$ cat src/rtl/sobel_gradient_energy_map_assert.svh
// ----------------------------------------------------------------------------
// Assertion macros for the Sobel gradient energy map
// Clocked on clock, disabled while reset is high.
// ----------------------------------------------------------------------------
`ifndef SOBEL_GRADIENT_ENERGY_MAP_ASSERT_SVH
`define SOBEL_GRADIENT_ENERGY_MAP_ASSERT_SVH

// consequent must hold in the same cycle as the antecedent
`define SGEM_ASSERT_NOW(lbl, ante, cons, msg) \
   lbl: assert property (@(posedge clock) disable iff (reset) (ante) |-> (cons)) \
      else $error(msg);

// consequent must hold in the cycle after the antecedent
`define SGEM_ASSERT_NEXT(lbl, ante, cons, msg) \
   lbl: assert property (@(posedge clock) disable iff (reset) (ante) |=> (cons)) \
      else $error(msg);

`endif

$ cat src/rtl/sgem_pkg.sv
// ----------------------------------------------------------------------------
// sgem_pkg
// Shared types and constants of the Sobel gradient energy map.
// ----------------------------------------------------------------------------
package sgem_pkg;

   localparam int MAX_WIDTH_DEFAULT = 2048;

   localparam int DIM_W       = 12;
   localparam int PIX_W       = 8;
   localparam int ENERGY_W    = 11;
   localparam int REQ_TDATA_W = 24;
   localparam int RSP_TDATA_W = 16;
   localparam int CSR_INDEX_W = 1;

   localparam logic [DIM_W-1:0] IMAGE_WIDTH_RESET  = 12'd640;
   localparam logic [DIM_W-1:0] IMAGE_HEIGHT_RESET = 12'd480;

   // BT.601 luma weights, 14-bit fixed point
   localparam int GRAY_SUM_W = 22;
   localparam logic [13:0] GRAY_WB = 14'd1868;
   localparam logic [13:0] GRAY_WG = 14'd9617;
   localparam logic [13:0] GRAY_WR = 14'd4899;
   localparam logic [GRAY_SUM_W-1:0] GRAY_ROUND = 22'd8192;

   // result queue
   localparam int OUT_DEPTH = 8;
   localparam int OUT_PTR_W = $clog2(OUT_DEPTH);
   localparam int OUT_CNT_W = $clog2(OUT_DEPTH + 1);

   typedef enum logic [CSR_INDEX_W-1:0] {
      CSR_IMAGE_WIDTH  = 1'b0,
      CSR_IMAGE_HEIGHT = 1'b1
   } csr_index_type;

   // control that travels with one item down the pipeline
   typedef struct packed {
      logic valid;
      logic pixel;      // 0 = drain item
      logic row_one;
      logic col_one;
      logic emit_mid;   // result for the previous column
      logic emit_last;  // result for the last column
   } ctl_type;

   // one window column: row above, middle row, row below
   typedef struct packed {
      logic [PIX_W-1:0] top;
      logic [PIX_W-1:0] mid;
      logic [PIX_W-1:0] bot;
   } col_type;

   typedef struct packed {
      logic                frame_end;
      logic [ENERGY_W-1:0] energy;
   } entry_type;

   typedef struct packed {
      logic      valid_a;
      entry_type entry_a;
      logic      valid_b;
      entry_type entry_b;
   } push_type;

endpackage

$ cat src/rtl/sgem_out_fifo.sv
// ----------------------------------------------------------------------------
// sgem_out_fifo
// Result queue: takes up to two items per cycle, hands out one.
// ----------------------------------------------------------------------------
module sgem_out_fifo (
   input  logic                              clock,
   input  logic                              reset,
   input  sgem_pkg::push_type                push,
   input  logic                              pop,
   output logic                              not_empty,
   output sgem_pkg::entry_type               head,
   output logic [sgem_pkg::OUT_CNT_W-1:0]    count
);

   sgem_pkg::entry_type mem_ff [sgem_pkg::OUT_DEPTH];
   logic [sgem_pkg::OUT_PTR_W-1:0] wr_ptr_ff;
   logic [sgem_pkg::OUT_PTR_W-1:0] wr_ptr_in;
   logic [sgem_pkg::OUT_PTR_W-1:0] wr_ptr_b;
   logic [sgem_pkg::OUT_PTR_W-1:0] rd_ptr_ff;
   logic [sgem_pkg::OUT_PTR_W-1:0] rd_ptr_in;
   logic [sgem_pkg::OUT_CNT_W-1:0] count_ff;
   logic [sgem_pkg::OUT_CNT_W-1:0] count_in;
   logic                           do_pop;

   assign do_pop   = pop & not_empty;
   assign wr_ptr_b = wr_ptr_ff + sgem_pkg::OUT_PTR_W'(push.valid_a);

   always_comb begin
      wr_ptr_in = wr_ptr_ff + sgem_pkg::OUT_PTR_W'(push.valid_a)
                            + sgem_pkg::OUT_PTR_W'(push.valid_b);
      rd_ptr_in = rd_ptr_ff + sgem_pkg::OUT_PTR_W'(do_pop);
      count_in  = count_ff + sgem_pkg::OUT_CNT_W'(push.valid_a)
                           + sgem_pkg::OUT_CNT_W'(push.valid_b)
                           - sgem_pkg::OUT_CNT_W'(do_pop);
   end

   always_ff @(posedge clock) begin
      if (push.valid_a) begin
         mem_ff[wr_ptr_ff] <= push.entry_a;
      end
      if (push.valid_b) begin
         mem_ff[wr_ptr_b] <= push.entry_b;
      end
   end

   always_ff @(posedge clock) begin
      if (reset) begin
         wr_ptr_ff <= '0;
         rd_ptr_ff <= '0;
         count_ff  <= '0;
      end else begin
         wr_ptr_ff <= wr_ptr_in;
         rd_ptr_ff <= rd_ptr_in;
         count_ff  <= count_in;
      end
   end

   assign not_empty = (count_ff != '0);
   assign head      = mem_ff[rd_ptr_ff];
   assign count     = count_ff;

endmodule

$ cat config.mk
export PLATFORM = sky130hd
export DESIGN_NAME = sgem_out_fifo
export DESIGN_NICKNAME = d
export VERILOG_FILES = /design/src/rtl/sobel_gradient_energy_map_assert.svh /design/src/rtl/sgem_pkg.sv /design/src/rtl/sgem_out_fifo.sv
export SDC_FILE = /design/constraint.sdc
export NUM_CORES = 1
export LEC_CHECK = 0
export BUFFER_PORTS_ARGS = -buffer_cell sky130_fd_sc_hd__buf_2
export CAP_MARGIN = 5
export CELL_PAD_IN_SITES_DETAIL_PLACEMENT = 0
export CELL_PAD_IN_SITES_GLOBAL_PLACEMENT = 1
export CORE_MARGIN = 5
export CORE_UTILIZATION = 35
export DETAILED_ROUTE_END_ITERATION = 10
export GPL_TIMING_DRIVEN = 1
export PLACE_DENSITY_LB_ADDON = 0.1
export SYNTH_ARGS = -nofsm -noshare
export SYNTH_HDL_FRONTEND = slang
export SYNTH_SLANG_ARGS = --single-unit
$ cat constraint.sdc
create_clock -name clock -period 3.1 [get_ports clock]
set_input_delay 0.155 -clock clock [delete_from_list [all_inputs] [get_ports clock]]
set_output_delay 0.155 -clock clock [all_outputs]
set_load 0.01 [all_outputs]
==> results.tsv, run 1 <==
stage	metric	value	unit
outcome	status	completed	
timing	Slew Limit Fails	0	
flow_run	max-cap viol count	0	
worst_setup_path	Crit Path Class	reg2reg	
clock_network	CTS resizes	0	
power_and_ir_drop	sequential group share of total power	41.7	%
synth	fraction of registers with async set/reset	0	%
grt	Congestion Overflow GR	0	
worst_setup_path	delay-heaviest family, CP	adder cells	
worst_setup_path	CP Cell Sequence	ha_1 -> ha_1 -> nand3_1 -> nor2_2 -> buf_4 -> mux2_2	
floorplanning	Die Wd	136	um
timing	f_max	0.401	GHz
finish	ant diodes	0	
floorplanning	Rows	46	
synth	Post-synth EDFFs	96	
clock_network	cts hold-fix bufs	0	
floorplanning	Ports	46	
finish	Final Instance Area	0.00646	mm^2
worst_setup_path	crit path buf inv count	1	
grt	largest net degree at the start of global routing	26	
clock_network	root buffer cell	clkbuf_16	
clock_network	CTS buffer count	9	
worst_setup_path	most used cell along the critical path	ha_1	
timing	clk_skew	8.64	ps
timing	Slew @ Worst Pin	1050	ps
worst_setup_path	Max stage delay cell, worst path	ha_1	
clock_network	H-tree levels	3	
clock_network	clk_lat worst skew	360	ps
synth	syn_area_per_cell	17.5	um^2
worst_setup_path	Worst Path Max Fanout	7	
synth	YS warnings	0	
place	Post-DP HPWL	8890	um
timing	RSZ-0062 raised after global routing	false	
floorplanning	core area	0.0158	mm^2
timing	Final min period	2500	ps
timing	final hold vios	0	
synth	Unique masters post-synth	33	
clock_network	clk sink count	106	
synth	share of the synthesized area in the top cell type	51.5	%
grt	gr usage total	15.6	%
clock_network	CTS Buffer Depth	2	
worst_setup_path	Worst Path Arrival	2600	ps
floorplanning	Initial Utilization	35.5	%
power_and_ir_drop	sw frac	29.7	%
routing	vias post-DR	3069	
synth	Syn Inst Count	320	
power_and_ir_drop	pwr dens	689	mW/mm^2
power_and_ir_drop	internal power	3130	uW
timing	slew margin rel.	29.4	%
synth	Post-Syn Nets	361	
grt	number of global-route vias before repair	3261	
synth	ys flop type	edfxtp_1	
finish	nets@finish	426	
finish	layout cell share with drive strength beyond 1	58.5	%
place	Buffers on Ports	45	
grt	antenna violations before repair	0	
power_and_ir_drop	peak supply drop	327	uV
power_and_ir_drop	total net switching power	1320	uW
finish	Post-Route Utilization	41.0	%
timing	setup TNS	0	ps
worst_setup_path	critical path's largest stage delay	480	ps
place	placed inst area	0.00618	mm^2
clock_network	Setup Buffers After CTS	0	
timing	Final Cycle Share	80.5	%
clock_network	Clock transition at path regs	70	ps
routing	DRC	0	
place	GP Congestion	0.716	
hold_path	Hold Path Class	in2reg	
power_and_ir_drop	Comb pwr share	32.5	%
worst_setup_path	Crit. End Element	flop	
power_and_ir_drop	Clock Power Share	25.9	%
timing	final setup violation count	0	
worst_setup_path	data required time of the worst path	3210	ps
routing	First DRT Iteration DRCs	165	
routing	post-DR wirelength/cell	22.5	um
routing	DRT Wirelength	13600	um
grt	first-pass GRT wire length	20700	um
synth	Yosys reg bits	106	
synth	synth top area cells	edfxtp_1 52%, mux2_2 16%, mux4_2 9.7%	
timing	Hold WS	103	ps
routing	via-per-instance ratio	5.06	
synth	Post-Syn Area	0.00560	mm^2
power_and_ir_drop	total leakage power	0.00230	uW
clock_network	CTS tree	yes	
finish	synth-to-layout area growth	15.5	%
floorplanning	die area	0.0186	mm^2
synth	Synth area leader	edfxtp_1	
routing	Antenna Nets Post-Route	0	
floorplanning	Die Y	136	um
synth	Seq/Total Area, Yosys	55.1	%
worst_setup_path	startpoint types	flop	
routing	Pre-antenna DRT Iters	4	
[logic make-up (layout without fill, tap and decap cells)]
group / after synthesis / count (layout) / share of synthesized area, %
compound gates: 11 / 11 / 1.32
xor+xnor: 5 / 5 / 1.25
simple gates: 31 / 31 / 3.58
buf+inv: 23 / 93 / 2.48
fa+ha+maj: 12 / 12 / 2.95
flops: 106 / 106 / 55.1
mux: 132 / 132 / 33.3
[synthesized netlist by cell type (all sizes together) (3+ instances only)]
master,n
mux2,108
edfxtp,96
mux4,24
buf,13
dfxtp,10
ha,10
nor2,10
inv,7
nand2,5
nand2b,4
nor2b,4
o22ai,4
clkbuf,3
xnor2,3
[cell usage in the layout (no fill, tap or decap), drive strengths merged]
master and count:
dfxtp 10, buf 70, clkinvlp 1, o21bai 2, clkbuf 11, a31o 1
nand3 2, inv 8, nor2b 4, clkinv 2, nand3b 2, nand2 5
xnor2 3, xor2 2, nor2 10, mux2 108, a21oi 2, mux4 24
ha 10, o22ai 4, o31ai 2, edfxtp 96, nor3b 1, fa 2
nor3 2, bufinv 1, nand2b 4, and2 1
[worst paths after layout]
kind / from / to / slack, ps / cells after the start
min: reset / count[1] / 100 / 2
max: wr_ptr_ff[0] / mem_ff[7][10] / 600 / 6
min reg2reg: rd_ptr_ff[1] / rd_ptr_ff[1] / 630 / 2
max reg2reg: wr_ptr_ff[0] / mem_ff[7][10] / 600 / 6
[power by group through the flow]
stage               clock network, uW  logic (uW)  registers (uW)
floorplan                           0         990            1880
global placement                    0        1470            1890
detailed placement                  0        1480            1890
CTS                              1180        1490            1860
global route                     1250        1580            1880
finish                           1150        1450            1850
[layer usage]
layer	track usage [%]	routed length, um	vias to the layer above
li1	-	-	1401
met4	4.54	170	0
met2	24.8	6470	49
met1	21.8	6620	1607
met3	2.92	357	12
met5	0	0	-
[registers in the layout, indices dropped and copies added, names as in the netlist]
name / count
rd_ptr_ff: 3
wr_ptr_ff: 3
count: 4
mem_ff: 96
[cell type report]
cell class	instances	area, um^2
fill	1500	9310
inverter	7	26.3
clock inverter	5	53.8
clock buffer	11	233
multi-input combinational	191	2380
tap	216	270
sequential	106	3080
timing repair buffer	70	413
[stage by stage]
step	std cells	power, uW	setup slack [ps]
2_1_floorplan	320	2870	875
3_3_place_gp	590	3360	638
3_5_place_dp	590	3370	578
4_1_cts	606	4520	578
5_1_grt	606	4700	483
6_report	606	4450	605
Power figures use the tool's default switching activity.
==> run 2, diff against run 1 <==
==> constraint.sdc (replaced) <==
create_clock -name clock -period 2.02 [get_ports clock]
set_input_delay 0.101 -clock clock [delete_from_list [all_inputs] [get_ports clock]]
set_output_delay 0.101 -clock clock [all_outputs]
set_load 0.01 [all_outputs]
==> results.tsv, run 2 (synthesized netlist as in run 1, its figures left out) <==
stage	metric	value	unit
timing	final setup violation count	0	
timing	RSZ-0062 raised after global routing	true	
timing	Hold WS	54.6	ps
worst_setup_path	data required time of the worst path	1920	ps
power_and_ir_drop	Tot Pwr	7390	uW
floorplanning	die area	0.0186	mm^2
clock_network	clk_lat worst skew	350	ps
place	pre-CTS setup slack	-5.17	ps
routing	Pre-antenna DRT Iters	4	
finish	nets@finish	449	
worst_setup_path	Worst Path Max Fanout	7	
outcome	status	completed	
finish	layout cell share with drive strength beyond 1	65.5	%
finish	most frequent cells in the layout	96 x edfxtp_1, 66 x mux2_2, 42 x mux2_4	
timing	f_max	0.501	GHz
timing	Final Cycle Share	98.8	%
floorplanning	Initial Utilization	35.5	%
clock_network	CTS buffer count	9	
timing	clk_skew	9.72	ps
finish	Finished Layout Cells	629	
routing	DRT Wirelength	14200	um
place	Buffers on Ports	45	
worst_setup_path	Crit Path Class	reg2out	
grt	gr usage total	15.9	%
timing	final hold vios	0	
routing	DRC	0	
grt	Congestion Overflow GR	0	
routing	post-DR wirelength/cell	22.5	um
clock_network	H-tree levels	3	
floorplanning	Die Y	136	um
clock_network	Clock transition at path regs	70	ps
finish	Biggest register	mem_ff	
finish	Post-Route Utilization	44.4	%
timing	Slew Limit Fails	0	
worst_setup_path	Crit. End Element	output port	
floorplanning	Die Wd	136	um
grt	number of global-route vias before repair	3450	
routing	vias post-DR	3133	
clock_network	clk sink count	106	
routing	Antenna Nets Post-Route	0	
hold_path	Hold Path Class	in2reg	
clock_network	CTS Buffer Depth	2	
timing	slew margin rel.	42.5	%
timing	Final min period	2000	ps
finish	max reg flops	96	
floorplanning	core area	0.0158	mm^2
clock_network	root buffer cell	clkbuf_16	
finish	commonest non-fill, non-tap cell in the layout	edfxtp_1	
power_and_ir_drop	peak supply drop	478	uV
power_and_ir_drop	pwr dens	1060	mW/mm^2
worst_setup_path	FF-to-FF setup slack	30	ps
finish	synth-to-layout area growth	25.0	%
timing	Setup WS post-layout	23.4	ps
timing	Slew @ Worst Pin	863	ps
flow_run	max-cap viol count	0	
grt	antenna violations before repair	2	
clock_network	cts hold-fix bufs	0	
worst_setup_path	startpoint types	flop	
power_and_ir_drop	total leakage power	0.00252	uW
floorplanning	Ports	46	
place	Post-DP HPWL	9250	um
place	placed insts	608	
clock_network	CTS tree	yes	
grt	largest net degree at the start of global routing	17	
grt	first-pass GRT wire length	21300	um
routing	First DRT Iteration DRCs	206	
place	GP Congestion	0.742	
worst_setup_path	Worst Path Arrival	1900	ps
routing	via-per-instance ratio	4.98	
floorplanning	Rows	46	
==> run 2: cell types whose count changed in the layout (fill, tap and decap cells not counted), sizes merged <==
| cell | before | now |
|---|---|---|
| diode | 0 | 1 |
| buf | 70 | 91 |
| clkinv | 2 | 5 |
| bufinv | 1 | 0 |
| inv | 8 | 7 |
==> run 2: timing repair <==
| item | in CTS | in global routing |
|---|---|---|
| endpoints found under the setup margin | 16 | 102 |
| setup buffers | 0 | 2 |
| gates cloned | 1 | 2 |
| resized for setup | 15 | 27 |
| pin swaps | 1 | 4 |
==> run 2: area by class of cell <==
type / count / area, um^2
clock inverter: 6 / 35.0
clock buffer: 9 / 225
sequential: 106 / 3090
tap: 216 / 270
antenna: 1 / 2.50
fill: 1453 / 8770
multi-input combinational: 191 / 2530
inverter: 7 / 26.3
timing repair buffer: 93 / 817
==> run 2: where the power goes <==
part	total, uW	switching [uW]	internal (uW)
clock	1610	789	822
combinational	2920	1280	1630
sequential	2870	111	2750
==> run 2: worst paths after layout <==
check,cells after the start,from,end
setup / recovery,4,rd_ptr_ff[0],head[4]
hold / removal,2,reset,count[0]
setup reg to reg,8,count[2],count[1]
hold reg to reg,3,count[1],count[1]
==> run 2: per-layer routing <==
layer	routed length, um	track usage [%]	vias up
li1	-	-	1439
met1	6670	22.3	1623
met2	6800	25.2	56
met3	502	3.03	13
met4	191	4.87	2
met5	13	0	-
==> run 2: worst max-delay path, cell delays in order (launching register included) <==
cell,delay [ps]
dfxtp_4,440
buf_12,170
mux4_2,530
mux2_4,280
buf_6,120
==> run 2: metrics by stage <==
step	TNS [ps]	instance area (um^2)
after detailed placement	-10.1	6460
final	0	7000
after global routing	-319	7000
after global placement	0	6460
after CTS	-86.3	6810
after floorplan	-6620	5680
