==> src/rtl/sobel_gradient_energy_map_assert.svh <==
// ----------------------------------------------------------------------------
// Assertion macros for the Sobel gradient energy map
// Clocked on clock, disabled while reset is high.
// ----------------------------------------------------------------------------
`ifndef SOBEL_GRADIENT_ENERGY_MAP_ASSERT_SVH
`define SOBEL_GRADIENT_ENERGY_MAP_ASSERT_SVH

// consequent must hold in the same cycle as the antecedent
`define SGEM_ASSERT_NOW(lbl, ante, cons, msg) \
   lbl: assert property (@(posedge clock) disable iff (reset) (ante) |-> (cons)) \
      else $error(msg);

// consequent must hold in the cycle after the antecedent
`define SGEM_ASSERT_NEXT(lbl, ante, cons, msg) \
   lbl: assert property (@(posedge clock) disable iff (reset) (ante) |=> (cons)) \
      else $error(msg);

`endif

==> src/rtl/sgem_pkg.sv <==
// ----------------------------------------------------------------------------
// sgem_pkg
// Shared types and constants of the Sobel gradient energy map.
// ----------------------------------------------------------------------------
package sgem_pkg;

   localparam int MAX_WIDTH_DEFAULT = 2048;

   localparam int DIM_W       = 12;
   localparam int PIX_W       = 8;
   localparam int ENERGY_W    = 11;
   localparam int REQ_TDATA_W = 24;
   localparam int RSP_TDATA_W = 16;
   localparam int CSR_INDEX_W = 1;

   localparam logic [DIM_W-1:0] IMAGE_WIDTH_RESET  = 12'd640;
   localparam logic [DIM_W-1:0] IMAGE_HEIGHT_RESET = 12'd480;

   // BT.601 luma weights, 14-bit fixed point
   localparam int GRAY_SUM_W = 22;
   localparam logic [13:0] GRAY_WB = 14'd1868;
   localparam logic [13:0] GRAY_WG = 14'd9617;
   localparam logic [13:0] GRAY_WR = 14'd4899;
   localparam logic [GRAY_SUM_W-1:0] GRAY_ROUND = 22'd8192;

   // result queue
   localparam int OUT_DEPTH = 8;
   localparam int OUT_PTR_W = $clog2(OUT_DEPTH);
   localparam int OUT_CNT_W = $clog2(OUT_DEPTH + 1);

   typedef enum logic [CSR_INDEX_W-1:0] {
      CSR_IMAGE_WIDTH  = 1'b0,
      CSR_IMAGE_HEIGHT = 1'b1
   } csr_index_type;

   // control that travels with one item down the pipeline
   typedef struct packed {
      logic valid;
      logic pixel;      // 0 = drain item
      logic row_one;
      logic col_one;
      logic emit_mid;   // result for the previous column
      logic emit_last;  // result for the last column
   } ctl_type;

   // one window column: row above, middle row, row below
   typedef struct packed {
      logic [PIX_W-1:0] top;
      logic [PIX_W-1:0] mid;
      logic [PIX_W-1:0] bot;
   } col_type;

   typedef struct packed {
      logic                frame_end;
      logic [ENERGY_W-1:0] energy;
   } entry_type;

   typedef struct packed {
      logic      valid_a;
      entry_type entry_a;
      logic      valid_b;
      entry_type entry_b;
   } push_type;

endpackage

==> src/rtl/sgem_window.sv <==
// ----------------------------------------------------------------------------
// sgem_window
// 3x3 gray window and the L1 Sobel energy of its center, up to two results
// per item.
// ----------------------------------------------------------------------------
module sgem_window (
   input  logic                clock,
   input  logic                reset,
   input  sgem_pkg::ctl_type   ctl,
   input  sgem_pkg::col_type   column,
   output logic                busy,
   output sgem_pkg::push_type  push
);

   sgem_pkg::col_type win_ff [3];
   sgem_pkg::ctl_type ctl_ff;
   sgem_pkg::col_type left_mid;
   logic [sgem_pkg::ENERGY_W-1:0] energy_mid;
   logic [sgem_pkg::ENERGY_W-1:0] energy_last;

   function automatic logic [9:0] wsum(input logic [7:0] a, input logic [7:0] b,
                                       input logic [7:0] c);
      wsum = {2'b00, a} + {1'b0, b, 1'b0} + {2'b00, c};
   endfunction

   function automatic logic [9:0] absdiff(input logic [9:0] a, input logic [9:0] b);
      absdiff = (a >= b) ? (a - b) : (b - a);
   endfunction

   function automatic logic [10:0] sobel_energy(input sgem_pkg::col_type l,
                                                input sgem_pkg::col_type m,
                                                input sgem_pkg::col_type r);
      logic [9:0] av;
      logic [9:0] ah;
      av = absdiff(wsum(l.bot, m.bot, r.bot), wsum(l.top, m.top, r.top));
      ah = absdiff(wsum(r.top, r.mid, r.bot), wsum(l.top, l.mid, l.bot));
      sobel_energy = {1'b0, av} + {1'b0, ah};
   endfunction

   always_ff @(posedge clock) begin
      if (ctl.valid) begin
         win_ff[0] <= win_ff[1];
         win_ff[1] <= win_ff[2];
         win_ff[2] <= column;
      end
   end

   always_ff @(posedge clock) begin
      if (reset) begin
         ctl_ff <= '0;
      end else begin
         ctl_ff <= ctl;
      end
   end

   // at column one the left neighbor mirrors the right one
   assign left_mid    = ctl_ff.col_one ? win_ff[2] : win_ff[0];
   assign energy_mid  = sobel_energy(left_mid, win_ff[1], win_ff[2]);
   assign energy_last = sobel_energy(win_ff[1], win_ff[2], win_ff[1]);

   always_comb begin
      push.valid_a          = ctl_ff.valid & (ctl_ff.emit_mid | ctl_ff.emit_last);
      push.valid_b          = ctl_ff.valid & ctl_ff.emit_mid & ctl_ff.emit_last;
      push.entry_b.energy    = energy_last;
      push.entry_b.frame_end = ~ctl_ff.pixel;
      if (ctl_ff.emit_mid) begin
         push.entry_a.energy    = energy_mid;
         push.entry_a.frame_end = 1'b0;
      end else begin
         push.entry_a = push.entry_b;
      end
   end

   assign busy = ctl_ff.valid;

endmodule

==> config.mk <==
export PLATFORM = sky130hd
export DESIGN_NAME = sgem_window
export DESIGN_NICKNAME = d
export VERILOG_FILES = /design/src/rtl/sobel_gradient_energy_map_assert.svh /design/src/rtl/sgem_pkg.sv /design/src/rtl/sgem_window.sv
export SDC_FILE = /design/constraint.sdc
export NUM_CORES = 1
export LEC_CHECK = 0
export BUFFER_PORTS_ARGS = -buffer_cell sky130_fd_sc_hd__buf_2
export CORE_MARGIN = 2
export CORE_UTILIZATION = 49
export CTS_CLUSTER_SIZE = 24
export DETAILED_ROUTE_END_ITERATION = 12
export PLACE_DENSITY = 0.64
export SLEW_MARGIN = 0
export SYNTH_ARGS = -nofsm -noshare
export SYNTH_HDL_FRONTEND = slang
export SYNTH_SLANG_ARGS = --single-unit
==> constraint.sdc <==
create_clock -name clock -period 11.64 [get_ports clock]
set_input_delay 1.746 -clock clock [delete_from_list [all_inputs] [get_ports clock]]
set_output_delay 1.746 -clock clock [all_outputs]
set_load 0.1 [all_outputs]
==> results of run 1 <==
-- critical path: cells and delay by family, from the launching register on --
| kind | cells | cell delay (ps) |
|---|---|---|
| and+or+nand+nor | 8 | 1450 |
| buffers and inverters | 2 | 760 |
| xor gates and xnor gates | 2 | 470 |
| AOI/OAI and AO/OA | 7 | 1880 |
| muxes | 2 | 710 |
| DFF | 1 | 980 |
| adders and majority gates | 4 | 1570 |
-- logic make-up (layout without fill, tap and decap cells) --
| group | Yosys count | count (layout) | share of synthesized area [%] |
|---|---|---|---|
| adders and majority gates | 158 | 158 | 27.5 |
| xor gates and xnor gates | 78 | 78 | 8.21 |
| AOI/OAI and AO/OA | 193 | 193 | 17.4 |
| buffers and inverters | 100 | 154 | 5.05 |
| DFF | 77 | 77 | 27.2 |
| muxes | 45 | 45 | 5.90 |
| and+or+nand+nor | 147 | 147 | 8.77 |
| other | 1 | 2 | 0.0451 |
-- per-layer routing --
layer  GRT usage [%]  wire length, um  part of all wire (%)  up-vias
met1            31.4             9300                    48     2890
met5               0                0                     0        -
li1                -                -                     -     2952
met2            36.1             9070                    47      166
met4            4.91              292                   1.5        0
met3            3.21              824                   4.2       17
-- area by class of cell --
cell class                 count  share of cell area, %
multi-input combinational    623                   62.1
sequential                    77                   24.9
inverter                      81                   3.35
clock inverter                 7                  0.896
clock buffer                   9                   2.48
timing repair buffer          57                   3.20
tap                          220                   3.03
-- per-stage QoR --
stage	instance area, sq um	util (%)	worst slack, ps	hold WS [ps]	std cells
after detailed placement	8770	52.9	2180	406	1058
after floorplan	8320	-	3210	400	800
after global routing	9080	54.7	1220	427	1074
final	9080	54.7	1750	419	1074
after global placement	8770	52.9	2220	401	1058
after CTS	9080	54.7	1790	422	1074
-- flip-flops by register name, indices dropped and copies added, names as in the netlist --
signal  flops
win_ff     72
ctl_ff      4
busy        1
-- worst max path at each step --
stage / startpoint / cells past startpoint / to / slack (ps)
3_5_place_dp: ctl_ff[2] / 25 / push[21] / 2180
2_1_floorplan: ctl_ff[2] / 25 / push[21] / 3210
6_report: ctl_ff[2] / 25 / push[21] / 1750
5_1_grt: ctl_ff[2] / 27 / push[22] / 1220
4_1_cts: ctl_ff[2] / 25 / push[21] / 1790
3_3_place_gp: ctl_ff[2] / 25 / push[21] / 2220
-- layout by cell type (no fill, tap or decap), types with 9 or more instances in the layout --
cell,n
xnor2_1,44
clkbuf_16,9
nor2b_1,19
o211ai_1,9
fa_1,41
inv_1,79
edfxtp_1,72
mux2i_1,19
nor3_1,13
ha_1,117
o21ai_0,26
a21oi_1,46
nand2_1,29
a21o_1,32
xor2_1,34
o21a_1,15
nor2_1,46
buf_2,55
mux2_2,23
==> impl_results.md, run 1 <==
* Status: finished clean
* Die X at 134 um
* Fmax at 0.101 GHz
* Fin crit period at 9890 ps
* Reg2reg setup slack at 10770 ps
* Slowest CP cell: dfxtp_1
* Min-delay src: win_ff[0][33]
* Tcrit/Tclk final at 85.0%
* CP Launch Type: register
* CTS tree: yes
* Layout net count at 1039
* Post-synth top area share at 26.0%
* Worst-Skew Late Latency at 340 ps
* WS Path Type: reg2out
* Hpwl dp at 15.7 mm
* Iter 0 DRT Violations at 399
* EDFF count, synth at 72
* CTS H-tree depth at 3
* Top post-synthesis cells by area: edfxtp_1, ha_1, fa_1, xnor2_1, xor2_1
* Antenna violations before repair at 0
* # diodes at 0
* Post_cts resized at 0
* Synth unique cells at 73
* Vias in the first global route at 5924
* Kind of end point of the critical path: output pin
* # port buffers at 55
* DIE AREA at 18000 sq um
* GRT Total Usage at 22.2%
* Setup Buffers After CTS at 0
* Worst EP arrival at 8150 ps
* Worst hold stages at 0
* Detail Route Antenna Nets at 0
* Synthesized instance count at 799
* Worst r2r src: win_ff[0][68]
* Top post-synthesis cells by count: ha_1, inv_1, edfxtp_1, a21oi_1, nor2_1
* RSZ-0062 raised after global routing: false
* Initial Util at 50.2%
* DRT Pass-1 Iters at 4
* Wirelength per Cell at 18.1 um
* DR vias/cell at 5.61
* Hold crit path type: reg2reg
* Setup TNS at 0 ps
* R2R depth at 0
* CP Data Required Time at 9890 ps
* MaxCap Viol Count at 0
* Most common cell in the netlist: ha_1
* Slew Viols, Final at 0
* Layout area overhead at 9.13%
* Slowest Stage Delay on Critical Path at 980 ps
* Fraction of registers with async set/reset at 0%
* # IOs at 59
* Syn Area/Cell at 10.4 sq um
* Slew @ Worst Pin at 1110 ps
* Clk buf depth at 2
* Number of clock sinks at 77
* # rows at 47
* Critical Path Most Common Cell: ha_1
* Via count at 6025
* Multi-input gate area at 5640 sq um
* Warnings, synthesis at 0
* Layout cells sized above 1 at 14.3%
* First-pass GRT wire length at 31.3 mm
* Worst Hold Endpoint: win_ff[0][9]
* Leading area contributor after synthesis: edfxtp_1
* Filler instances at 1513
* GRT Residual Overflow at 0
* Register area share after synthesis at 27.2%
* DRC Markers at 0
* CTS Root Cell: clkbuf_16
* Seq cells post-synth at 77
* Final Wtd Congestion at 0.890
* DIE HEIGHT at 134 um
* WL final at 19.5 mm
* Max FO, Critical Path at 19
* Final Hold Viols at 0
* Finish-stage setup viols at 0
* Cts hold-fix bufs at 0
* Relative slew slack at 25.4%
* Mapped cell area at 8320 sq um
* Core area at 16600 sq um
* Worst R2R End: win_ff[0][44]
* Reg area at 2260 sq um
* Dominant synthesized flop cell: edfxtp_1
* TritonCTS Buffers at 9
* Worst-path clk slew at 60 ps
* Clk_skew at 6.30 ps
* Largest net degree at the start of global routing at 58
Power of run 1 is not shown: default switching activity piles up to over one toggle a cycle in this logic, so the estimate is an artifact.
==> inputs of run 2 (changes only) <==
--- a/config.mk
+++ b/config.mk
@@ -5,12 +5,13 @@
 export SDC_FILE = /design/constraint.sdc
 export NUM_CORES = 1
 export LEC_CHECK = 0
+export ABC_AREA = 1
 export BUFFER_PORTS_ARGS = -buffer_cell sky130_fd_sc_hd__buf_2
 export CORE_MARGIN = 2
 export CORE_UTILIZATION = 49
 export CTS_CLUSTER_SIZE = 24
 export DETAILED_ROUTE_END_ITERATION = 12
-export PLACE_DENSITY = 0.64
+export PLACE_DENSITY = 0.66
 export SLEW_MARGIN = 0
 export SYNTH_ARGS = -nofsm -noshare
 export SYNTH_HDL_FRONTEND = slang
==> constraint.sdc (replaced) <==
create_clock -name clock -period 8.3 [get_ports clock]
set_input_delay 1.245 -clock clock [delete_from_list [all_inputs] [get_ports clock]]
set_output_delay 1.245 -clock clock [all_outputs]
set_load 0.1 [all_outputs]
==> impl_results.md, run 2 <==
* Fraction of registers with async set/reset at 0% (unchanged)
* Mapped cell area at 9200 sq um (was 8320 sq um)
* Reg2reg setup slack at 7420 ps (was 10770 ps)
* CP Launch Type: register (unchanged)
* Dominant synthesized flop cell: edfxtp_1 (unchanged)
* Cts hold-fix bufs at 0 (unchanged)
* Via count at 7434 (was 6025)
* Warnings, synthesis at 0 (unchanged)
* Worst-path clk slew at 70 ps (was 60 ps)
* Most frequent cells in the layout: nand2_1, inv_1, ha_1 (was ha_1, inv_1, edfxtp_1)
* Commonest non-fill, non-tap cell in the layout: nand2_1 (was ha_1)
* Final Wtd Congestion at 0.908 (was 0.890)
* Fin crit period at 7720 ps
* Tcrit/Tclk final at 93.0%
* Most flops, register: win_ff (unchanged)
* Most common cell in the netlist: nand2_1 (was ha_1)
* Met1 WL at 10.3 mm (was 9.30 mm)
* Worst R2R End: win_ff[0][44] (unchanged)
* Status: finished clean (unchanged)
* RSZ-0062 raised after global routing: false (unchanged)
* Final Hold Viols at 0 (unchanged)
* Clk buf depth at 2 (unchanged)
* Register area share after synthesis at 24.6% (was 27.2%)
* # IOs at 59 (unchanged)
* Leading area contributor after synthesis: edfxtp_1 (unchanged)
* Clk_skew at 11.1 ps (was 6.30 ps)
* Wirelength per Cell at 14.5 um (was 18.1 um)
* Top post-synthesis cells by count: nand2_1, inv_1, ha_1, nand3_1, a21oi_1 (was ha_1, inv_1, edfxtp_1, a21oi_1, nor2_1)
* Antenna violations before repair at 0 (unchanged)
* First-pass GRT wire length at 34.9 mm (was 31.3 mm)
* Synthesized instance count at 1181 (was 799)
* Worst-Skew Late Latency at 360 ps (was 340 ps)
* WL final at 21.4 mm (was 19.5 mm)
* Relative slew slack at 38.6% (was 25.4%)
* Kind of end point of the critical path: output pin (unchanged)
* DRT Pass-1 Iters at 4 (unchanged)
* Worst Hold Endpoint: win_ff[0][13] (was win_ff[0][9])
* Post-synth top area share at 23.5% (was 26.0%)
* Die X at 141 um (was 134 um)
* EDFF count, synth at 72 (unchanged)
* Core area at 18600 sq um (was 16600 sq um)
* CP Data Required Time at 7050 ps (was 9890 ps)
* Slew Viols, Final at 0 (unchanged)
* GRT Total Usage at 22.2% (about the same)
* Hpwl dp at 17.8 mm (was 15.7 mm)
* Max layer used: met4 (unchanged)
* DIE HEIGHT at 141 um (was 134 um)
* R2R depth at 0 (unchanged)
* Worst r2r src: win_ff[0][68] (unchanged)
* Layout net count at 1427 (was 1039)
* Layout cells sized above 1 at 11.6% (was 14.3%)
* DR vias/cell at 5.04 (was 5.61)
* CTS H-tree depth at 3 (unchanged)
* Iter 0 DRT Violations at 408 (was 399)
* # port buffers at 55 (unchanged)
* Largest register FFs at 72 (unchanged)
* CTS Root Cell: clkbuf_16 (unchanged)
* DIE AREA at 19900 sq um (was 18000 sq um)
* Min-delay src: win_ff[0][37] (was win_ff[0][33])
* Finish-stage setup viols at 0 (unchanged)
* DRC Markers at 0 (unchanged)
* Fmax at 0.130 GHz
* MaxCap Viol Count at 0 (unchanged)
* Syn Area/Cell at 7.79 sq um (was 10.4 sq um)
* TritonCTS Buffers at 9 (unchanged)
* Seq cells post-synth at 77 (unchanged)
* Number of clock sinks at 77 (unchanged)
* Worst EP arrival at 6480 ps (was 8150 ps)
* Met2 wire length at 9.92 mm (was 9.07 mm)
* Met3 wire len at 736 um (was 824 um)
* Hold crit path type: reg2reg (unchanged)
* Worst hold stages at 0 (unchanged)
* Top post-synthesis cells by area: edfxtp_1, ha_1, nand2_1, inv_1, fa_1 (was edfxtp_1, ha_1, fa_1, xnor2_1, xor2_1)
* Setup TNS at 0 ps (unchanged)
* Initial Util at 49.5% (was 50.2%)
* Synth unique cells at 43 (was 73)
* Largest net degree at the start of global routing at 74 (was 58)
* Layout area overhead at 8.96% (was 9.13%)
* GRT Residual Overflow at 0 (unchanged)
* # diodes at 0 (unchanged)
* Slew @ Worst Pin at 921 ps (was 1110 ps)
* CTS tree: yes (unchanged)
* Max FO, Critical Path at 15 (was 19)
* WS Path Type: reg2out (unchanged)
* Detail Route Antenna Nets at 0 (unchanged)
* Vias in the first global route at 7069 (was 5924)
* # rows at 50 (was 47)
run 2: changes by cell type after synthesis, sizes merged, moves of 20 or more:
cell / delta
nand3: +78
a21o: -29
xnor2: -33
inv: +150
a21oi: +30
nand2: +288
nand4: +20
run 2: area by class of cell:
| type | instances | area (sq um) |
|---|---|---|
| fill | 1786 | 8560 |
| sequential | 77 | 2260 |
| inverter | 232 | 871 |
| clock buffer | 9 | 225 |
| tap | 234 | 293 |
| multi-input combinational | 861 | 5990 |
| timing repair buffer | 56 | 293 |
| clock inverter | 7 | 88.8 |
run 2: what timing repair did:
action                                  CTS  global route
endpoints found under the setup margin    0             7
gates resized for setup                   0             5
setup buffers                             0             0
run 2: how the worst max path moves through the flow:
stage                  startpoint  endpoint  slack (ps)  cells past startpoint
finish                  ctl_ff[2]  push[23]         580                     26
global route        win_ff[0][49]  push[23]          40                     29
CTS                     ctl_ff[2]  push[20]         310                     27
detailed placement      ctl_ff[2]  push[20]         690                     27
global placement        ctl_ff[2]  push[20]         760                     27
floorplan               ctl_ff[2]  push[14]         560                     20
run 2: kinds of logic after synthesis:
logic type / after synthesis / share of synthesized area, %
adder cells (fa/ha/maj): 158 / 24.8
multiplexers: 21 / 2.57
other: 1 / 0.0408
flip-flops: 77 / 24.6
AND/OR/NAND/NOR: 491 / 24.0
AO/OA/AOI/OAI: 128 / 7.82
XOR/XNOR: 61 / 5.81
buffers and inverters: 244 / 10.3
run 2: metrics by stage:
step	utilization, %	instance area, sq um	setup WS (ps)	instances	hold WS, ps
floorplan	-	9200	559	1182	400
global placement	52.2	9700	760	1460	401
detailed placement	52.2	9700	693	1460	405
CTS	53.9	10000	306	1476	417
global route	54.0	10000	39.1	1476	428
finish	54.0	10000	580	1476	417
run 2: worst max-delay path, cell delays in order (launching register included):
cell and delay (ps):
dfxtp_2 540, buf_4 310, mux2_2 410, fa_1 490, ha_1 370, a21oi_1 200, nand2_1 120, nand2_1 80
o211ai_1 110, xor2_1 270, inv_1 80, ha_1 390, nand2_1 110, inv_1 60, a21oi_1 250, nand4_2 350
o21ai_2 330, inv_2 60, fa_1 430, o21ai_1 260, nand3_1 170, nand2_1 90, nand2_1 60, nand3_1 70
nand2_1 50, inv_1 40, buf_2 410
run 2: per-layer routing:
metal / track usage (%) / vias to the layer above
met3: 2.51 / 28
li1: - / 3896
met4: 5.95 / 0
met2: 37.5 / 123
met5: 0 / -
met1: 30.4 / 3387
Power of run 2 is left out for the same reason.
