**config.mk**
```make
export PLATFORM = sky130hd
export DESIGN_NAME = sgem_gray
export DESIGN_NICKNAME = d
export VERILOG_FILES = /design/src/rtl/sobel_gradient_energy_map_assert.svh /design/src/rtl/sgem_pkg.sv /design/src/rtl/sgem_gray.sv
export SDC_FILE = /design/constraint.sdc
export NUM_CORES = 1
export LEC_CHECK = 0
export BUFFER_PORTS_ARGS = -buffer_cell sky130_fd_sc_hd__buf_4
export CELL_PAD_IN_SITES_DETAIL_PLACEMENT = 1
export CELL_PAD_IN_SITES_GLOBAL_PLACEMENT = 2
export CORE_UTILIZATION = 45
export DETAILED_ROUTE_END_ITERATION = 7
export MAX_ROUTING_LAYER = met4
export PLACE_DENSITY_LB_ADDON = 0.1
export SYNTH_ARGS = -nofsm -noshare
export SYNTH_HDL_FRONTEND = slang
export SYNTH_SLANG_ARGS = --single-unit
```
**constraint.sdc**
```tcl
create_clock -name vclk -period 21.5
set_input_delay 4.3 -clock vclk [all_inputs]
set_output_delay 4.3 -clock vclk [all_outputs]
set_load 0.02 [all_outputs]
```
**src/rtl/sobel_gradient_energy_map_assert.svh**
```systemverilog
// ----------------------------------------------------------------------------
// Assertion macros for the Sobel gradient energy map
// Clocked on clock, disabled while reset is high.
// ----------------------------------------------------------------------------
`ifndef SOBEL_GRADIENT_ENERGY_MAP_ASSERT_SVH
`define SOBEL_GRADIENT_ENERGY_MAP_ASSERT_SVH

// consequent must hold in the same cycle as the antecedent
`define SGEM_ASSERT_NOW(lbl, ante, cons, msg) \
   lbl: assert property (@(posedge clock) disable iff (reset) (ante) |-> (cons)) \
      else $error(msg);

// consequent must hold in the cycle after the antecedent
`define SGEM_ASSERT_NEXT(lbl, ante, cons, msg) \
   lbl: assert property (@(posedge clock) disable iff (reset) (ante) |=> (cons)) \
      else $error(msg);

`endif

```
**src/rtl/sgem_pkg.sv**
```systemverilog
// ----------------------------------------------------------------------------
// sgem_pkg
// Shared types and constants of the Sobel gradient energy map.
// ----------------------------------------------------------------------------
package sgem_pkg;

   localparam int MAX_WIDTH_DEFAULT = 2048;

   localparam int DIM_W       = 12;
   localparam int PIX_W       = 8;
   localparam int ENERGY_W    = 11;
   localparam int REQ_TDATA_W = 24;
   localparam int RSP_TDATA_W = 16;
   localparam int CSR_INDEX_W = 1;

   localparam logic [DIM_W-1:0] IMAGE_WIDTH_RESET  = 12'd640;
   localparam logic [DIM_W-1:0] IMAGE_HEIGHT_RESET = 12'd480;

   // BT.601 luma weights, 14-bit fixed point
   localparam int GRAY_SUM_W = 22;
   localparam logic [13:0] GRAY_WB = 14'd1868;
   localparam logic [13:0] GRAY_WG = 14'd9617;
   localparam logic [13:0] GRAY_WR = 14'd4899;
   localparam logic [GRAY_SUM_W-1:0] GRAY_ROUND = 22'd8192;

   // result queue
   localparam int OUT_DEPTH = 8;
   localparam int OUT_PTR_W = $clog2(OUT_DEPTH);
   localparam int OUT_CNT_W = $clog2(OUT_DEPTH + 1);

   typedef enum logic [CSR_INDEX_W-1:0] {
      CSR_IMAGE_WIDTH  = 1'b0,
      CSR_IMAGE_HEIGHT = 1'b1
   } csr_index_type;

   // control that travels with one item down the pipeline
   typedef struct packed {
      logic valid;
      logic pixel;      // 0 = drain item
      logic row_one;
      logic col_one;
      logic emit_mid;   // result for the previous column
      logic emit_last;  // result for the last column
   } ctl_type;

   // one window column: row above, middle row, row below
   typedef struct packed {
      logic [PIX_W-1:0] top;
      logic [PIX_W-1:0] mid;
      logic [PIX_W-1:0] bot;
   } col_type;

   typedef struct packed {
      logic                frame_end;
      logic [ENERGY_W-1:0] energy;
   } entry_type;

   typedef struct packed {
      logic      valid_a;
      entry_type entry_a;
      logic      valid_b;
      entry_type entry_b;
   } push_type;

endpackage

```
**src/rtl/sgem_gray.sv**
```systemverilog
// ----------------------------------------------------------------------------
// sgem_gray
// BGR to 8-bit gray with rounding, BT.601 weights.
// ----------------------------------------------------------------------------
module sgem_gray (
   input  logic [sgem_pkg::PIX_W-1:0] blue,
   input  logic [sgem_pkg::PIX_W-1:0] green,
   input  logic [sgem_pkg::PIX_W-1:0] red,
   output logic [sgem_pkg::PIX_W-1:0] gray
);

   logic [sgem_pkg::GRAY_SUM_W-1:0] prod_b;
   logic [sgem_pkg::GRAY_SUM_W-1:0] prod_g;
   logic [sgem_pkg::GRAY_SUM_W-1:0] prod_r;
   logic [sgem_pkg::GRAY_SUM_W-1:0] sum;

   assign prod_b = sgem_pkg::GRAY_SUM_W'(blue)  * sgem_pkg::GRAY_SUM_W'(sgem_pkg::GRAY_WB);
   assign prod_g = sgem_pkg::GRAY_SUM_W'(green) * sgem_pkg::GRAY_SUM_W'(sgem_pkg::GRAY_WG);
   assign prod_r = sgem_pkg::GRAY_SUM_W'(red)   * sgem_pkg::GRAY_SUM_W'(sgem_pkg::GRAY_WR);
   assign sum    = prod_b + prod_g + prod_r + sgem_pkg::GRAY_ROUND;
   assign gray   = sum[sgem_pkg::GRAY_SUM_W-1 -: sgem_pkg::PIX_W];

endmodule

```
==> results of run 1 <==
## worst min-delay path by stage
stage,start,endpoint,slack (ns),cells after the start
after floorplan,green[7],gray[7],9.13,4
after global placement,green[7],gray[7],9.46,6
after detailed placement,green[7],gray[7],9.49,6
after CTS,green[7],gray[7],9.50,6
after global routing,green[7],gray[7],9.55,6
final,green[7],gray[7],9.49,6
## critical path: stages
cell and delay (ns):
sky130_fd_sc_hd__buf_4 0.14, sky130_fd_sc_hd__ha_1 0.33, sky130_fd_sc_hd__ha_1 0.29, sky130_fd_sc_hd__inv_1 0.05, sky130_fd_sc_hd__fa_1 0.48, sky130_fd_sc_hd__fa_1 0.54
sky130_fd_sc_hd__inv_1 0.04, sky130_fd_sc_hd__ha_1 0.32, sky130_fd_sc_hd__nand3b_1 0.10, sky130_fd_sc_hd__o21ai_1 0.38, sky130_fd_sc_hd__a21o_1 0.19, sky130_fd_sc_hd__a21oi_1 0.08
sky130_fd_sc_hd__xnor2_1 0.14, sky130_fd_sc_hd__ha_1 0.28, sky130_fd_sc_hd__ha_1 0.27, sky130_fd_sc_hd__inv_1 0.05, sky130_fd_sc_hd__fa_1 0.55, sky130_fd_sc_hd__fa_1 0.45
sky130_fd_sc_hd__fa_1 0.56, sky130_fd_sc_hd__inv_1 0.04, sky130_fd_sc_hd__ha_1 0.34, sky130_fd_sc_hd__and3_1 0.19, sky130_fd_sc_hd__and4_1 0.24, sky130_fd_sc_hd__o211ai_2 0.13
sky130_fd_sc_hd__a31oi_2 0.31, sky130_fd_sc_hd__nor4_1 0.09, sky130_fd_sc_hd__a311oi_1 0.25, sky130_fd_sc_hd__buf_4 0.18
## logic make-up (layout without fill, tap and decap cells)
kind of cell | Yosys count | after routing | synth area share
muxes | 1 | 1 | 0.00193
xor gates and xnor gates | 20 | 20 | 0.0338
AOI/OAI and AO/OA | 60 | 60 | 0.0792
and+or+nand+nor | 53 | 53 | 0.0539
adders and majority gates | 230 | 230 | 0.682
buffers and inverters | 206 | 238 | 0.149
## area by class of cell
class	instances	area [um2]	share of cell area
inverter	206	773	0.138
timing repair buffer	32	240	0.0429
tap	140	175	0.0313
multi-input combinational	364	4410	0.788
## metrics by stage
| step | hold WS [ns] | cells | cell area (um2) | utilization |
|---|---|---|---|---|
| finish | 9.49 | 742 | 5590 | 0.507 |
| CTS | 9.50 | 742 | 5590 | 0.507 |
| detailed placement | 9.49 | 742 | 5590 | 0.507 |
| global route | 9.55 | 742 | 5590 | 0.507 |
| floorplan | 9.13 | 570 | 5180 | - |
| global placement | 9.46 | 742 | 5590 | 0.507 |
## metal layers
metal  global-route usage  share of wire  vias to the layer above
met1                0.310           0.48                     1893
li1                     -              -                     1828
met2                0.394           0.50                       26
met3                    0          0.016                        2
met4              0.00476         0.0024                        0
met5                    -              0                        -
## cell usage in the layout, fill, tap and decap left out, types with 2 or more instances in the layout
master and n:
sky130_fd_sc_hd__a21o_1 3, sky130_fd_sc_hd__xnor2_1 12, sky130_fd_sc_hd__o21ai_0 11, sky130_fd_sc_hd__a211oi_1 2, sky130_fd_sc_hd__o21bai_1 2, sky130_fd_sc_hd__o211ai_1 2, sky130_fd_sc_hd__nor2_1 11, sky130_fd_sc_hd__o21a_1 4
sky130_fd_sc_hd__inv_1 206, sky130_fd_sc_hd__and3_1 2, sky130_fd_sc_hd__xor2_1 8, sky130_fd_sc_hd__buf_4 32, sky130_fd_sc_hd__nand3_1 4, sky130_fd_sc_hd__nand2_1 10, sky130_fd_sc_hd__or2_2 6, sky130_fd_sc_hd__nor3_1 8
sky130_fd_sc_hd__and3_4 2, sky130_fd_sc_hd__fa_1 87, sky130_fd_sc_hd__nor4_1 2, sky130_fd_sc_hd__ha_1 143, sky130_fd_sc_hd__and2_1 2, sky130_fd_sc_hd__a21oi_1 18, sky130_fd_sc_hd__a311oi_1 2
==> impl_metrics.sql, run 1 <==
INSERT INTO impl_metrics (metric_group, metric, value, unit) VALUES
('status', 'run_status', 'complete, no violations', ''),
('final_layout', 'clock_buffer_count', '0', ''),
('detailed_routing', 'wl_per_cell', '16.2', 'um'),
('synthesis', 'syn-cell-area', '5180', 'um2'),
('place', 'gpl.final_weighted_congestion', '0.795', ''),
('grt', 'grtUsageTotal', '0.225', ''),
('timing', 'setup-violations-final', '0', ''),
('grt', 'grt_first_pass_wirelength', '19700', 'um'),
('synthesis', 'most_used_standard_cells_in_the_synthesized_netlist', 'sky130_fd_sc_hd__inv_1 (206), sky130_fd_sc_hd__ha_1 (143), sky130_fd_sc_hd__fa_1 (87)', ''),
('timing', 'worst_slew_margin_rel', '0.533', ''),
('synthesis', 'netlist.top_cell.by_area', 'sky130_fd_sc_hd__ha_1', ''),
('place', 'dp_hpwl', '11400', 'um'),
('synthesis', 'syn-num-nets', '824', ''),
('cts', 'cts_repair_resize_count', '0', ''),
('die', 'io_pins', '32', ''),
('detailed_routing', 'routed_wirelength', '12000', 'um'),
('critical_path', 'critical_path_arrival', '11.32', 'ns'),
('die', 'core', '11000', 'um2'),
('hold_path', 'holdCritPathClass', 'in2out', ''),
('final_layout', 'post_route_cells_drive_above_1_share', '0.0764', ''),
('synthesis', 'synth.yosys.seq_area_share', '0', ''),
('timing', 'least_margin_pin_slew', '0.701', 'ns'),
('die', 'die_area', '11900', 'um2'),
('detailed_routing', 'dr_vias_cell', '5.05', ''),
('grt', 'antenna_found_initial', '0', ''),
('detailed_routing', 'drc', '0', ''),
('die', 'row_count', '38', ''),
('cts', 'ctsHoldBuffers', '0', ''),
('final_layout', 'layout.sequential_cells', '0', ''),
('timing', 'share_of_the_cycle_needed_by_the_critical_path_after_routing', '0.727', ''),
('final_layout', 'num_antenna_cells', '0', ''),
('synthesis', 'post_synth_main_area_contributors', 'sky130_fd_sc_hd__ha_1 (35%), sky130_fd_sc_hd__fa_1 (34%), sky130_fd_sc_hd__inv_1 (15%)', ''),
('die', 'floorplan.die.width', '109', 'um'),
('timing', 'rsz0062_at_grt', 'false', ''),
('critical_path', 'timing.critical_path.to_type', 'primary output', ''),
('timing', 'totalNegativeSetupSlack', '0', 'ns'),
('critical_path', 'critical_path_class', 'in2out', ''),
('synthesis', 'most_used_standard_cell_by_instance_count_after_synthesis', 'sky130_fd_sc_hd__inv_1', ''),
('die', 'initial_core_util', '0.469', ''),
('timing', 'fmax', '64.0', 'MHz'),
('critical_path', 'cp-start-kind', 'primary input', ''),
('critical_path', 'cp_max_fo', '6', ''),
('critical_path', 'timing.critical_path.to', 'gray[7]', ''),
('timing', 'report.final.hold_viol_count', '0', ''),
('detailed_routing', 'detail_route.iter0.violations', '92', ''),
('grt', 'via_count_of_the_first_global_routing_pass', '4077', ''),
('place', 'dpl_worst_slack', '5.87', 'ns'),
('synthesis', 'yosys_warnings', '0', ''),
('final_layout', 'seqCellArea', '0', 'um2'),
('final_layout', 'layout.nets', '858', ''),
('timing', 'final_max_slew_viol_count', '0', ''),
('cts', 'postCtsSetupRepairBufs', '0', ''),
('grt', 'maximum_number_of_pins_on_one_net_before_global_route_repair', '9', ''),
('detailed_routing', 'vias', '3749', ''),
('synthesis', 'yosys.cell_types.count', '45', ''),
('detailed_routing', 'firstDrtPassIters', '4', ''),
('final_layout', 'layout-area-overhead-vs-synth', '8.02', '%'),
('grt', 'grt.overflow.total', '0', ''),
('critical_path', 'crit_path_start', 'blue[5]', ''),
('synthesis', 'syn_inst', '570', ''),
('final_layout', 'layout.filler_cells', '1323', ''),
('timing', 'post-route-worst-setup-slack', '5.88', 'ns'),
('critical_path', 'worstPathRequired', '17.20', 'ns'),
('run', 'maxCapViolCount', '0', ''),
('place', 'io_buffer_count', '32', ''),
('die', 'floorplan.die.height', '109', 'um'),
('synthesis', 'post-synth-top-area-fraction', '0.345', ''),
('detailed_routing', 'final_antenna_net_count', '0', ''),
('timing', 'timing.final.crit_period', '15.62', 'ns'),
('synthesis', 'postSynthAreaPerCell', '9.09', 'um2');
Power of run 1 is not shown: default switching activity piles up to over one toggle a cycle in this logic, so the estimate is an artifact.
==> inputs of run 2 (changes only) <==
- CORE_UTILIZATION: 45 -> 37
- clock period: 21.5 -> 13.8 ns (I/O delays scaled with it)
==> run 2 against run 1 <==
Core utilization is 8.8 points lower. Cell area is 0.81% higher. Hold slack worse by 3.1 ns.
==> impl_metrics.sql, run 2 (synthesized netlist as in run 1, its figures left out) <==
INSERT INTO impl_metrics (metric_group, metric, value, unit) VALUES
('critical_path', 'timing.critical_path.to_type', 'primary output', ''),
('grt', 'via_count_of_the_first_global_routing_pass', '4096', ''),
('status', 'run_status', 'complete, no violations', ''),
('die', 'floorplan.die.width', '120', 'um'),
('critical_path', 'worstPathRequired', '11.04', 'ns'),
('die', 'floorplan.die.height', '120', 'um'),
('hold_path', 'worstHoldEndpoint', 'gray[7]', ''),
('cts', 'ctsHoldBuffers', '0', ''),
('final_layout', 'layout_common_cells', 'sky130_fd_sc_hd__inv_1 (206), sky130_fd_sc_hd__ha_1 (143), sky130_fd_sc_hd__fa_1 (87)', ''),
('detailed_routing', 'wl_per_cell', '15.2', 'um'),
('grt', 'maximum_number_of_pins_on_one_net_before_global_route_repair', '9', ''),
('run', 'maxCapViolCount', '0', ''),
('die', 'initial_core_util', '0.385', ''),
('timing', 'share_of_the_cycle_needed_by_the_critical_path_after_routing', '0.917', ''),
('detailed_routing', 'detail_route.iter0.violations', '62', ''),
('detailed_routing', 'routed_wirelength', '11800', 'um'),
('detailed_routing', 'final_antenna_net_count', '0', ''),
('detailed_routing', 'vias', '3660', ''),
('final_layout', 'num_antenna_cells', '0', ''),
('final_layout', 'post_route_cells_drive_above_1_share', '0.0764', ''),
('final_layout', 'layout_commonest_cell', 'sky130_fd_sc_hd__inv_1', ''),
('hold_path', 'holdCritPathClass', 'in2out', ''),
('place', 'cell_total_after_placement', '778', ''),
('final_layout', 'seqCellArea', '0', 'um2'),
('timing', 'timing.final.crit_period', '12.66', 'ns'),
('critical_path', 'cp_max_fo', '6', ''),
('cts', 'cts_repair_resize_count', '0', ''),
('place', 'io_buffer_count', '32', ''),
('timing', 'rsz0062_at_grt', 'false', ''),
('grt', 'grt_first_pass_wirelength', '19800', 'um'),
('die', 'row_count', '42', ''),
('die', 'core', '13500', 'um2'),
('final_layout', 'stdcell_count', '778', ''),
('critical_path', 'cp-start-kind', 'primary input', ''),
('timing', 'worst_slew_margin_rel', '0.597', ''),
('hold_path', 'min_from', 'green[7]', ''),
('timing', 'totalNegativeSetupSlack', '0', 'ns'),
('timing', 'final_max_slew_viol_count', '0', ''),
('final_layout', 'layout.nets', '858', ''),
('final_layout', 'layout-area-overhead-vs-synth', '8.89', '%'),
('place', 'gpl.final_weighted_congestion', '0.841', ''),
('timing', 'report.final.hold_viol_count', '0', ''),
('critical_path', 'critical_path_class', 'in2out', ''),
('die', 'io_pins', '32', ''),
('detailed_routing', 'drc', '0', ''),
('die', 'die_area', '14500', 'um2'),
('final_layout', 'final_standard_cell_utilization_of_the_core', '0.419', ''),
('final_layout', 'clock_buffer_count', '0', ''),
('grt', 'grtUsageTotal', '0.180', ''),
('grt', 'grt.overflow.total', '0', ''),
('detailed_routing', 'firstDrtPassIters', '4', ''),
('timing', 'least_margin_pin_slew', '0.604', 'ns'),
('critical_path', 'critical_path_arrival', '9.90', 'ns'),
('place', 'dp_hpwl', '11400', 'um'),
('hold_path', 'hold_path_depth', '6', ''),
('detailed_routing', 'dr_vias_cell', '4.70', ''),
('final_layout', 'layout.sequential_cells', '0', ''),
('grt', 'antenna_found_initial', '0', ''),
('timing', 'setup-violations-final', '0', ''),
('timing', 'fmax', '79.0', 'MHz'),
('cts', 'postCtsSetupRepairBufs', '0', '');
==> run 2: worst max-delay path by stage <==
stage / slack, ns / to / cells after the start / startpoint
after floorplan: 1.74 / gray[7] / 27 / blue[2]
after global placement: 1.39 / gray[7] / 28 / blue[5]
after detailed placement: 1.16 / gray[7] / 28 / blue[5]
after CTS: 1.12 / gray[7] / 28 / blue[5]
after global routing: 0.70 / gray[7] / 28 / blue[5]
final: 1.14 / gray[7] / 28 / blue[5]
==> run 2: layout make-up <==
cell class,count,area (um2)
timing repair buffer,32,240
fill,1628,7810
inverter,206,773
multi-input combinational,364,4410
tap,176,220
==> run 2: metal layers <==
layer / share of wire / track usage / vias up / routed length (um)
li1: - / - / 1827 / -
met4: 0.0018 / 0.00309 / 0 / 21
met3: 0.0081 / 0 / 2 / 96
met1: 0.51 / 0.261 / 1810 / 6020
met2: 0.48 / 0.300 / 21 / 5700
met5: 0 / - / - / 0
==> run 2: through the flow <==
stage	hold slack, ns	setup slack (ns)	cell area, um2
3_3_place_gp	6.39	1.39	5640
2_1_floorplan	6.05	1.74	5180
3_5_place_dp	6.42	1.16	5640
6_report	6.42	1.14	5640
4_1_cts	6.43	1.12	5640
5_1_grt	6.50	0.696	5640
==> run 2: worst max-delay path: stages <==
cell	delay (ns)
sky130_fd_sc_hd__buf_4	0.14
sky130_fd_sc_hd__ha_1	0.33
sky130_fd_sc_hd__ha_1	0.29
sky130_fd_sc_hd__inv_1	0.05
sky130_fd_sc_hd__fa_1	0.48
sky130_fd_sc_hd__fa_1	0.54
sky130_fd_sc_hd__inv_1	0.04
sky130_fd_sc_hd__ha_1	0.32
sky130_fd_sc_hd__nor3b_1	0.17
sky130_fd_sc_hd__o21a_1	0.21
sky130_fd_sc_hd__o21ai_0	0.33
sky130_fd_sc_hd__nand3_1	0.14
sky130_fd_sc_hd__xor2_1	0.16
sky130_fd_sc_hd__ha_1	0.27
sky130_fd_sc_hd__ha_1	0.30
sky130_fd_sc_hd__fa_1	0.53
sky130_fd_sc_hd__inv_1	0.05
sky130_fd_sc_hd__fa_1	0.47
sky130_fd_sc_hd__fa_1	0.57
sky130_fd_sc_hd__inv_1	0.05
sky130_fd_sc_hd__ha_1	0.35
sky130_fd_sc_hd__o21ai_0	0.15
sky130_fd_sc_hd__o21ai_0	0.27
sky130_fd_sc_hd__nand2_1	0.13
sky130_fd_sc_hd__a31oi_2	0.24
sky130_fd_sc_hd__nor4_1	0.09
sky130_fd_sc_hd__a311oi_1	0.27
sky130_fd_sc_hd__buf_4	0.19
Power of run 2 is left out for the same reason.
==> inputs of run 3 (changes only) <==
- CORE_UTILIZATION: 37 -> 45
- clock period: 13.8 -> 14.7 ns (I/O delays scaled with it)
==> run 3 against run 2 <==
Non-clock buffer count unchanged. Critical endpoint is now gray[4]. Critical path type unchanged. Setup slack improved by 0.67 ns. Hold slack better by 0.33 ns. Count of clock-buffer cells in the layout unchanged. Via count increased by 2.9%. Critical path depth stayed put. Largest cell class unchanged. Cell count is 4.6% lower. First-iteration DRC count up 37%. Core utilization rose by 8.8 points. Cell area fell by 0.80%.
==> impl_metrics.sql, run 3 (synthesized netlist as in run 1, its figures left out) <==
INSERT INTO impl_metrics (metric_group, metric, value, unit) VALUES
('status', 'run_status', 'complete, no violations', ''),
('run', 'maxCapViolCount', '0', ''),
('critical_path', 'timing.critical_path.to_type', 'primary output', ''),
('critical_path', 'timing.critical_path.slowest_cell_delay', '0.54', 'ns'),
('critical_path', 'critical_path_class', 'in2out', ''),
('final_layout', 'layout.nets', '858', ''),
('timing', 'setup-violations-final', '0', ''),
('hold_path', 'holdCritPathClass', 'in2out', ''),
('place', 'gpl.final_weighted_congestion', '0.795', ''),
('critical_path', 'timing.critical_path.max_delay_family', 'adder cells', ''),
('detailed_routing', 'firstDrtPassIters', '4', ''),
('critical_path', 'timing.critical_path.buf_inv', '6', ''),
('detailed_routing', 'drc', '0', ''),
('detailed_routing', 'dr_vias_cell', '5.08', ''),
('final_layout', 'layout.sequential_cells', '0', ''),
('detailed_routing', 'detail_route.iter0.violations', '85', ''),
('timing', 'fmax', '77.6', 'MHz'),
('die', 'floorplan.die.width', '109', 'um'),
('critical_path', 'crit_slowest_cell', 'sky130_fd_sc_hd__fa_1', ''),
('timing', 'worst_slew_margin_rel', '0.556', ''),
('cts', 'ctsHoldBuffers', '0', ''),
('critical_path', 'critical_path_arrival', '9.95', 'ns'),
('timing', 'report.final.hold_viol_count', '0', ''),
('critical_path', 'cp-start-kind', 'primary input', ''),
('final_layout', 'clock_buffer_count', '0', ''),
('timing', 'least_margin_pin_slew', '0.666', 'ns'),
('die', 'io_pins', '32', ''),
('grt', 'maximum_number_of_pins_on_one_net_before_global_route_repair', '9', ''),
('final_layout', 'seqCellArea', '0', 'um2'),
('final_layout', 'layout.filler_cells', '1314', ''),
('timing', 'timing.final.crit_period', '12.89', 'ns'),
('grt', 'via_count_of_the_first_global_routing_pass', '4060', ''),
('final_layout', 'layout_common_cells', 'sky130_fd_sc_hd__inv_1 (206), sky130_fd_sc_hd__ha_1 (143), sky130_fd_sc_hd__fa_1 (87)', ''),
('final_layout', 'layout_commonest_cell', 'sky130_fd_sc_hd__inv_1', ''),
('final_layout', 'num_antenna_cells', '0', ''),
('die', 'die_area', '11900', 'um2'),
('critical_path', 'cp_max_fo', '6', ''),
('hold_path', 'hold_path_depth', '6', ''),
('cts', 'cts_repair_resize_count', '0', ''),
('timing', 'rsz0062_at_grt', 'false', ''),
('cts', 'postCtsSetupRepairBufs', '0', ''),
('place', 'dp_hpwl', '11200', 'um'),
('grt', 'grt.overflow.total', '0', ''),
('final_layout', 'layout-area-overhead-vs-synth', '8.02', '%'),
('grt', 'grtUsageTotal', '0.222', ''),
('timing', 'share_of_the_cycle_needed_by_the_critical_path_after_routing', '0.877', ''),
('detailed_routing', 'vias', '3766', ''),
('grt', 'grt_first_pass_wirelength', '19600', 'um'),
('timing', 'totalNegativeSetupSlack', '0', 'ns'),
('die', 'core', '11000', 'um2'),
('die', 'initial_core_util', '0.469', ''),
('grt', 'antenna_found_initial', '0', ''),
('die', 'row_count', '38', ''),
('critical_path', 'crit_path_frequent_cell', 'sky130_fd_sc_hd__ha_1', ''),
('critical_path', 'timing.critical_path.depth', '28', ''),
('detailed_routing', 'wl_per_cell', '15.8', 'um'),
('final_layout', 'post_route_cells_drive_above_1_share', '0.0764', ''),
('timing', 'final_max_slew_viol_count', '0', ''),
('timing', 'post-route-worst-setup-slack', '1.81', 'ns'),
('critical_path', 'worstPathRequired', '11.76', 'ns'),
('detailed_routing', 'final_antenna_net_count', '0', ''),
('place', 'dpl_worst_slack', '1.80', 'ns'),
('detailed_routing', 'routed_wirelength', '11700', 'um'),
('place', 'io_buffer_count', '32', ''),
('die', 'floorplan.die.height', '109', 'um');
-- run 3: cell counts in the layout (fill, tap and decap cells not counted) --
Identical to the previous run, type by type.
-- run 3: per-stage QoR --
stage | utilization | area, um2 | hold WS, ns | std cells
CTS | 0.507 | 5590 | 6.78 | 742
detailed placement | 0.507 | 5590 | 6.77 | 742
floorplan | - | 5180 | 6.41 | 570
global placement | 0.507 | 5590 | 6.74 | 742
global route | 0.507 | 5590 | 6.82 | 742
finish | 0.507 | 5590 | 6.76 | 742
-- run 3: final timing paths --
path	start	to	slack [ns]
worst min-delay path	green[7]	gray[7]	6.76
worst max-delay path	blue[5]	gray[4]	1.81
-- run 3: metal layers --
layer	GRT usage	up-vias	part of all wire	wire, um
li1	-	1832	-	-
met1	0.310	1909	0.48	5690
met2	0.387	23	0.50	5910
met3	0.000598	2	0.011	132
met4	0.00286	0	0.0012	14
met5	-	-	0	0
-- run 3: final cells by class --
| class | instances | area [um2] | area share |
|---|---|---|---|
| inverter | 206 | 773 | 0.138 |
| multi-input combinational | 364 | 4410 | 0.788 |
| timing repair buffer | 32 | 240 | 0.0429 |
| tap | 140 | 175 | 0.0313 |
Power of run 3 is left out for the same reason.
